<file path="config.mk">
export PLATFORM = sky130hd
export DESIGN_NAME = swm_cell
export DESIGN_NICKNAME = d
export VERILOG_FILES = /design/src/hw/rtl/swm_pkg.sv /design/src/hw/rtl/swm_cell.sv
export SDC_FILE = /design/constraint.sdc
export NUM_CORES = 1
export LEC_CHECK = 0
export ABC_AREA = 0
export BUFFER_PORTS_ARGS = -buffer_cell sky130_fd_sc_hd__buf_2
export CELL_PAD_IN_SITES_DETAIL_PLACEMENT = 0
export CELL_PAD_IN_SITES_GLOBAL_PLACEMENT = 1
export CORE_MARGIN = 5
export CORE_UTILIZATION = 35
export DETAILED_ROUTE_END_ITERATION = 8
export HOLD_SLACK_MARGIN = 0.08
export PLACE_DENSITY = 0.79
export RECOVER_POWER = 50
export SLEW_MARGIN = 20
export SYNTH_ARGS = -nofsm -noshare
export SYNTH_HDL_FRONTEND = slang
export SYNTH_SLANG_ARGS = --single-unit
</file>
<file path="constraint.sdc">
create_clock -name clk -period 9.4 [get_ports clk]
set_clock_uncertainty 0.2 [all_clocks]
set_input_delay 1.41 -clock clk [delete_from_list [all_inputs] [get_ports clk]]
set_output_delay 1.41 -clock clk [all_outputs]
set_load 0.02 [all_outputs]
</file>
<file path="src/hw/rtl/swm_pkg.sv">
package swm_pkg;

	localparam int CFG_W = 7;
	localparam int AGE_OUT_W = 6;

	typedef struct packed {
		logic step;
		logic shift;
		logic clear;
	} ctrl_t;

endpackage

</file>
<file path="src/hw/rtl/swm_cell.sv">
module swm_cell #(
	parameter int SAMPLE_WIDTH = 16,
	parameter int AW = 7
) (
	input  logic                    clk,
	input  logic                    arst_n,
	input  swm_pkg::ctrl_t          ctrl,
	input  logic [SAMPLE_WIDTH-1:0] sample,
	input  logic                    left_keep,
	input  logic                    right_vld,
	input  logic [SAMPLE_WIDTH-1:0] right_val,
	input  logic [AW-1:0]           right_age,
	output logic                    keep,
	output logic                    vld,
	output logic [SAMPLE_WIDTH-1:0] val,
	output logic [AW-1:0]           age,
	output logic                    vld_d,
	output logic [SAMPLE_WIDTH-1:0] val_d,
	output logic [AW-1:0]           age_d
);
	import swm_pkg::*;

	logic                    vld_q;
	logic [SAMPLE_WIDTH-1:0] val_q;
	logic [AW-1:0]           age_q;
	logic                    src_vld;
	logic [SAMPLE_WIDTH-1:0] src_val;
	logic [AW-1:0]           src_age;
	logic                    take;

	// The source is this cell, or its right neighbor when the front entry leaves.
	always_comb begin
		src_vld = (ctrl.shift ? right_vld : vld_q) && !ctrl.clear;
		src_val = ctrl.shift ? right_val : val_q;
		src_age = ctrl.shift ? right_age : age_q;
		keep    = src_vld && ($signed(src_val) > $signed(sample));
		take    = !keep && left_keep;
		if (ctrl.step) begin
			vld_d = keep || take;
			val_d = keep ? src_val : sample;
			age_d = keep ? src_age + AW'(1) : '0;
		end else begin
			vld_d = src_vld;
			val_d = src_val;
			age_d = src_age;
		end
	end

	always_ff @(posedge clk or negedge arst_n) begin
		if (!arst_n) begin
			vld_q <= 1'b0;
		end else if (ctrl.step || ctrl.shift) begin
			vld_q <= vld_d;
		end
	end

	always_ff @(posedge clk) begin
		if (ctrl.step || ctrl.shift) begin
			val_q <= val_d;
			age_q <= age_d;
		end
	end

	assign vld = vld_q;
	assign val = val_q;
	assign age = age_q;

endmodule

</file>
==> impl_results.md, run 1 <==
- Synth cell types: 39
- CTS tree: built
- CP Data Required Time: 7.79 ns
- GRT Max-Usage Layer: met2
- Insertion delay to the later sink of the worst-skew pair: 0.27 ns
- Clock root buffer: clkbuf_8
- Area leader, netlist: edfxtp_1
- CTS Buf Count: 3
- CTS max path bufs: 2
- Top post-synthesis cells by area: edfxtp_1, mux2_2, ha_1
- Clock Sinks: 24
- Die Wd: 84.0 um
- CP arrival: 5.56 ns
- Syn Nets: 228
- Clock slew at reported path FFs: 0.08 ns
- Total GRT Usage: 12.8%
- Met1 Resource Use GR: 17.0%
- Failing checks: max-capacitance violations, max-slew violations
- ANT nets after route: 0
- Number of max-cap violations: 2
- Post-DR vias/cell: 4.73
- Routed wire length: 4610 um
- Post-Route Setup TNS: 0 ns
- Worst min path class: flop to flop
- Cell Area, Synth: 1920 um^2
- FFs w/ async S/R, synth: 4.17%
- GR Layer Usage met2: 21.3%
- DR WL/cell: 13.9 um
- Hold Path Depth: 3
- Starting Density: 35.4%
- FF-to-FF End: val[5]$_DFFE_PP_
- GRT overflow: 0
- RSZ-0062 raised after global routing: false
- FF-to-FF setup slack: 5.86 ns
- Synth top area share: 36.1%
- Num ports: 95
- Warnings, synthesis: 0
- Final #Nets: 323
- Hold Startpoint: vld$_DFFE_PN0P_
- Setup bufs post-CTS: 0
- Seq pwr share: 39.4%
- Vias: 1565
- Switching Power: 0.000133 W
- FF-to-FF path depth: 9
- Post-Place Cell Area: 2430 um^2
- Max-slew violations: 54
- DP HPWL: 3680 um
- Largest net degree at the start of global routing: 30
- # hold bufs at CTS: 0
- Ys flop type: edfxtp_1
- Share of layout cells above drive strength 1: 43.2%
- Mapped Cells: 165
- PwrDens: 147 nW/um^2
- Worst-Margin Slew: 1.72 ns
- LEAKAGE: 1.15 nW
- Final Cycle Share: 76.3%
- Type of origin of the critical path: primary input
- Final hold violation count: 0
- Post-synth EDFFs: 23
- Die area: 7050 um^2
- Row count: 27
- Setup CP Type: primary input to output pin
- Relative slew margins: -14.8%
- Status: finished with violations
- Antenna cells: 0
- First-pass GRT wire length: 7520 um
- Critical Path Sink Type: output pin
- GR Util met3: 3.06%
- Fmax: 139 MHz
- Final setup vio count: 0
- Endpoint, Worst Hold: vld$_DFFE_PN0P_
- Maximum VDD drop: 0.0000549 V
- Core area: 5410 um^2
- Initial antenna violation count: 0
- Chip height: 84.0 um
- Vias in the first global route: 1647
- Drt first-iter violations: 67
- FF+latch count, synth: 24
- FF-to-FF Start: val[15]$_DFFE_PP_
- PostCTS Resize Cnt: 0
- Design Area, Final: 2450 um^2
- Syn Area/Cell: 11.6 um^2
- Final min period: 7.17 ns
- Layout area overhead: 28.1%
- RD Place Congestion: 0.723
- Sequential area share after synthesis: 37.4%
- Clock power frac: 17.7%
- DRC Markers: 0
- Pre-antenna DRT Iters: 4
- IO buf count: 94
- H-tree levels: 1
- CP max FO: 29
- Internal power: 0.000227 W
- Sw Ratio: 37.0%
- Comb power frac: 42.9%
metrics by stage:
step                      util [%]  setup WS [ns]  hold WS [ns]  power, W  cells
after floorplan                  -           3.14         0.620  0.000255    165
after detailed placement      45.0           2.84         0.528  0.000303    326
after global placement        45.0           2.93         0.525  0.000303    326
final                         45.4           2.23         0.546  0.000361    331
after CTS                     45.8           2.85         0.551  0.000369    330
after global routing          45.4           1.98         0.586  0.000386    331
area by class of cell:
| cell class | instances | area (um^2) |
|---|---|---|
| repair buffers | 95 | 449 |
| clock buffers | 4 | 45.0 |
| inverters | 19 | 71.3 |
| multi-input cells | 117 | 1080 |
| fillers | 564 | 2950 |
| flip-flops and latches | 24 | 716 |
| well taps | 72 | 90.1 |
sequential cells by signal, summed over array words and instances, names as in the netlist:
signal  count
val        16
age         7
vld         1
synth_stat cells, types with 3 or more instances:
cell      instances
ha_1             17
edfxtp_1         23
o21a_1            3
o21ai_0           4
a21oi_1           8
mux2i_1           8
nand2_1           9
mux2_2           25
nand3_1           3
mux2_4            7
nor2_1            3
inv_1            19
metal layers:
layer  vias to the layer above  part of all wire (%)
met3                         2                   7.1
met5                         -                     0
met1                       705                    47
met4                         0                  0.43
met2                        57                    46
li1                        801                     -
worst max-delay path, cell delays in order:
cell and delay (ns):
clkbuf_1 1.12, mux2_2 0.46, ha_1 0.31, nand4_2 0.14, or4_4 0.57, a21o_1 0.20, a211o_4 0.36, o311ai_4 0.23
buf_6 0.24, mux2_2 0.35, buf_2 0.16
power groups by stage:
stage	combinational [W]	sequential (W)	clock, W
global route	0.000171	0.000144	0.0000708
detailed placement	0.000159	0.000144	0
global placement	0.000159	0.000144	0
floorplan	0.0000927	0.000162	0
CTS	0.000160	0.000142	0.0000674
finish	0.000155	0.000142	0.0000638
cell families after synthesis:
logic type | after synthesis | share of synthesized area (%)
multiplexers | 40 | 24.4
AND/OR/NAND/NOR | 29 | 8.49
AO/OA/AOI/OAI | 28 | 11.2
buffers and inverters | 24 | 6.14
flip-flops | 24 | 37.4
adder cells (fa/ha/maj) | 17 | 11.1
XOR/XNOR | 3 | 1.37
how the worst max path moves through the flow:
stage          endpoint  cells after the start     from
2_1_floorplan  val_d[0]                     11  ctrl[1]
3_3_place_gp   val_d[7]                     10  ctrl[1]
3_5_place_dp   val_d[2]                     10  ctrl[1]
4_1_cts        val_d[1]                     10  ctrl[1]
5_1_grt        val_d[5]                     11  ctrl[1]
6_report       val_d[5]                     11  ctrl[1]
layout by cell type (no fill, tap or decap), types with 2 or more instances in the layout:
cell type,instances
a211oi_1,2
a21o_1,2
a21oi_1,8
buf_2,68
clkbuf_1,27
clkbuf_8,3
edfxtp_1,23
ha_1,17
inv_1,19
mux2_2,25
mux2_4,7
mux2i_1,8
nand2_1,9
nand3_1,3
nand4_1,2
nor2_1,3
nor2b_1,2
nor3_1,2
o21a_1,3
o21ai_0,4
o22ai_1,2
xor2_1,2
Note: power is estimated with default switching activity, not from simulation.
==> run 2, diff against run 1 <==
ABC_AREA = 1   (was 0)
CORE_UTILIZATION = 33   (was 35)
clock period = 6.68 ns   (was 9.4 ns; I/O delays follow)
==> impl_results.md, run 2 <==
- CTS tree: built (unchanged)
- Count leader, synth: nand2_1 (was mux2_2)
- Total GRT Usage: 13.4% (was 12.8%)
- DRC Markers: 0 (unchanged)
- Cell Area, Synth: 2000 um^2 (was 1920 um^2)
- Core area: 5920 um^2 (was 5410 um^2)
- Vias in the first global route: 1822 (was 1647)
- # hold bufs at CTS: 0 (unchanged)
- FF-to-FF End: val[0]$_DFFE_PP_ (was val[5]$_DFFE_PP_)
- GRT overflow: 0 (unchanged)
- Final setup vio count: 0 (unchanged)
- IO buf count: 94 (unchanged)
- H-tree levels: 1 (unchanged)
- ANT nets after route: 0 (unchanged)
- Top post-synthesis cells by area: edfxtp_1, nand2_1, ha_1 (was edfxtp_1, mux2_2, ha_1)
- Routed wire length: 5290 um (was 4610 um)
- Syn Area/Cell: 7.82 um^2 (was 11.6 um^2)
- FF-to-FF Start: val[15]$_DFFE_PP_ (unchanged)
- Cells after DPL: 417 (was 326)
- RSZ-0062 raised after global routing: false (unchanged)
- DR WL/cell: 12.6 um (was 13.9 um)
- CTS max path bufs: 2 (unchanged)
- Num ports: 95 (unchanged)
- Layout area overhead: 25.3% (was 28.1%)
- Setup bufs post-CTS: 0 (unchanged)
- RD Place Congestion: 0.758 (was 0.723)
- FF-to-FF path depth: 14 (was 9)
- Chip height: 87.9 um (was 84.0 um)
- Setup CP Type: primary input to output pin (unchanged)
- Largest register FFs: 16 (unchanged)
- Final min period: 5.32 ns
- Post-Route Setup TNS: 0 ns (unchanged)
- Ys flop type: edfxtp_1 (unchanged)
- CP Data Required Time: 5.48 ns (was 7.79 ns)
- Synth cell types: 32 (was 39)
- Final hold violation count: 0 (unchanged)
- Critical Path End: age_d[2] (was val_d[5])
- Post-synth EDFFs: 23 (unchanged)
- Final #Nets: 410 (was 323)
- CP max FO: 31 (was 29)
- Worst Setup SP: ctrl[1] (unchanged)
- Clock root buffer: clkbuf_8 (unchanged)
- Final Cycle Share: 79.7%
- Clock slew at reported path FFs: 0.09 ns (was 0.08 ns)
- Final Non-Filler Cells: 421 (was 331)
- Relative slew margins: 33.2% (was -14.8%)
- Sequential area share after synthesis: 35.8% (was 37.4%)
- FF-to-FF setup slack: 3.87 ns (was 5.86 ns)
- Clock Sinks: 24 (unchanged)
- Number of max-cap violations: 0 (was 2)
- CTS Buf Count: 3 (unchanged)
- LEAKAGE: 1.33 nW (was 1.15 nW)
- Maximum VDD drop: 0.0000781 V (was 0.0000549 V)
- Worst-Margin Slew: 1.00 ns (was 1.72 ns)
- Worst min path class: primary input to asynchronous set/reset pin (was flop to flop)
- Initial antenna violation count: 0 (unchanged)
- Critical Path Sink Type: output pin (unchanged)
- PwrDens: 202 nW/um^2 (was 147 nW/um^2)
- Vias: 1851 (was 1565)
- Row count: 28 (was 27)
- Die Wd: 87.9 um (was 84.0 um)
- Mapped Cells: 256 (was 165)
- Most common cell after layout, fill and taps aside: nand2_1 (was buf_2)
- PostCTS Resize Cnt: 0 (unchanged)
- Pre-antenna DRT Iters: 4 (unchanged)
- First-pass GRT wire length: 8160 um (was 7520 um)
- Share of layout cells above drive strength 1: 33.2% (was 43.2%)
- FFs w/ async S/R, synth: 4.17% (unchanged)
- CP arrival: 4.12 ns (was 5.56 ns)
- Drt first-iter violations: 48 (was 67)
- Fmax: 188 MHz
- Most frequent cells in the layout: nand2_1, buf_2, inv_1 (was buf_2, clkbuf_1, mux2_2)
- FF+latch count, synth: 24 (unchanged)
- Post-DR vias/cell: 4.40 (was 4.73)
- Starting Density: 33.8% (was 35.4%)
- Max-slew violations: 0 (was 54)
- Warnings, synthesis: 0 (unchanged)
- Antenna cells: 0 (unchanged)
- Largest net degree at the start of global routing: 32 (was 30)
- Insertion delay to the later sink of the worst-skew pair: 0.27 ns (about the same)
- Die area: 7720 um^2 (was 7050 um^2)
- Synth top area share: 34.5% (was 36.1%)
- DP HPWL: 4140 um (was 3680 um)
- Status: finished clean (was finished with violations)
- Type of origin of the critical path: primary input (unchanged)
- Synth top cells by count: nand2_1, inv_1, edfxtp_1 (was mux2_2, edfxtp_1, inv_1)
- Syn Nets: 319 (was 228)
- Area leader, netlist: edfxtp_1 (unchanged)
==> run 2: power by group <==
group | switching, W | internal, W
sequential | 0.0000107 | 0.000190
combinational | 0.000144 | 0.0000694
clock | 0.0000513 | 0.0000412
total | 0.000206 | 0.000301
==> run 2: logic make-up (layout without fill, tap and decap cells) <==
family / count (synthesis) / after routing / synth area share (%)
compound gates: 29 / 29 / 10.2
xor+xnor: 2 / 2 / 0.875
fa+ha+maj: 17 / 17 / 10.6
buf+inv: 43 / 133 / 10.2
flops: 24 / 24 / 35.7
mux: 1 / 1 / 0.500
simple gates: 140 / 140 / 31.8
==> run 2: worst min path at each step <==
| stage | start | to | depth (start not counted) |
|---|---|---|---|
| CTS | arst_n | vld$_DFFE_PN0P_ | 1 |
| floorplan | vld$_DFFE_PN0P_ | vld$_DFFE_PN0P_ | 2 |
| detailed placement | vld$_DFFE_PN0P_ | vld$_DFFE_PN0P_ | 2 |
| finish | arst_n | vld$_DFFE_PN0P_ | 1 |
| global route | arst_n | vld$_DFFE_PN0P_ | 1 |
| global placement | vld$_DFFE_PN0P_ | vld$_DFFE_PN0P_ | 2 |
==> run 2: area by class of cell <==
| cell class | count | area, um^2 |
|---|---|---|
| fillers | 646 | 3410 |
| multi-input cells | 189 | 1080 |
| flip-flops and latches | 24 | 716 |
| repair buffers | 94 | 440 |
| inverters | 35 | 133 |
| well taps | 75 | 93.8 |
| clock buffers | 3 | 41.3 |
| clock inverters | 1 | 3.75 |
==> run 2: layer usage <==
| layer | GRT usage [%] | vias up | part of all wire, % |
|---|---|---|---|
| li1 | - | 997 | - |
| met1 | 16.1 | 806 | 42 |
| met2 | 24.3 | 42 | 52 |
| met3 | 1.69 | 6 | 5.2 |
| met4 | 4.74 | 0 | 0.91 |
| met5 | 0 | - | 0 |
==> run 2: critical path, stage by stage <==
cell and delay (ns):
buf_2 0.44, clkinv_2 0.45, nand2_1 0.15, nand2_1 0.08, ha_1 0.35, nand2_2 0.09
nor2_4 0.13, nand2_2 0.06, nor2_2 0.10, nand2_1 0.08, nand4_1 0.10, nand3_2 0.14
nand2_4 0.37, inv_2 0.16, nor3_2 0.19, buf_2 0.20
==> run 2: per-stage QoR <==
stage | area [um^2] | hold slack [ns] | total power (W) | setup WS (ns) | util (%)
2_1_floorplan | 2000 | 0.406 | 0.000358 | 2.31 | -
3_3_place_gp | 2490 | 0.298 | 0.000423 | 1.44 | 42.1
3_5_place_dp | 2490 | 0.309 | 0.000425 | 1.31 | 42.1
4_1_cts | 2540 | 0.277 | 0.000521 | 1.30 | 42.9
5_1_grt | 2510 | 0.272 | 0.000543 | 1.01 | 42.4
6_report | 2510 | 0.285 | 0.000506 | 1.36 | 42.4
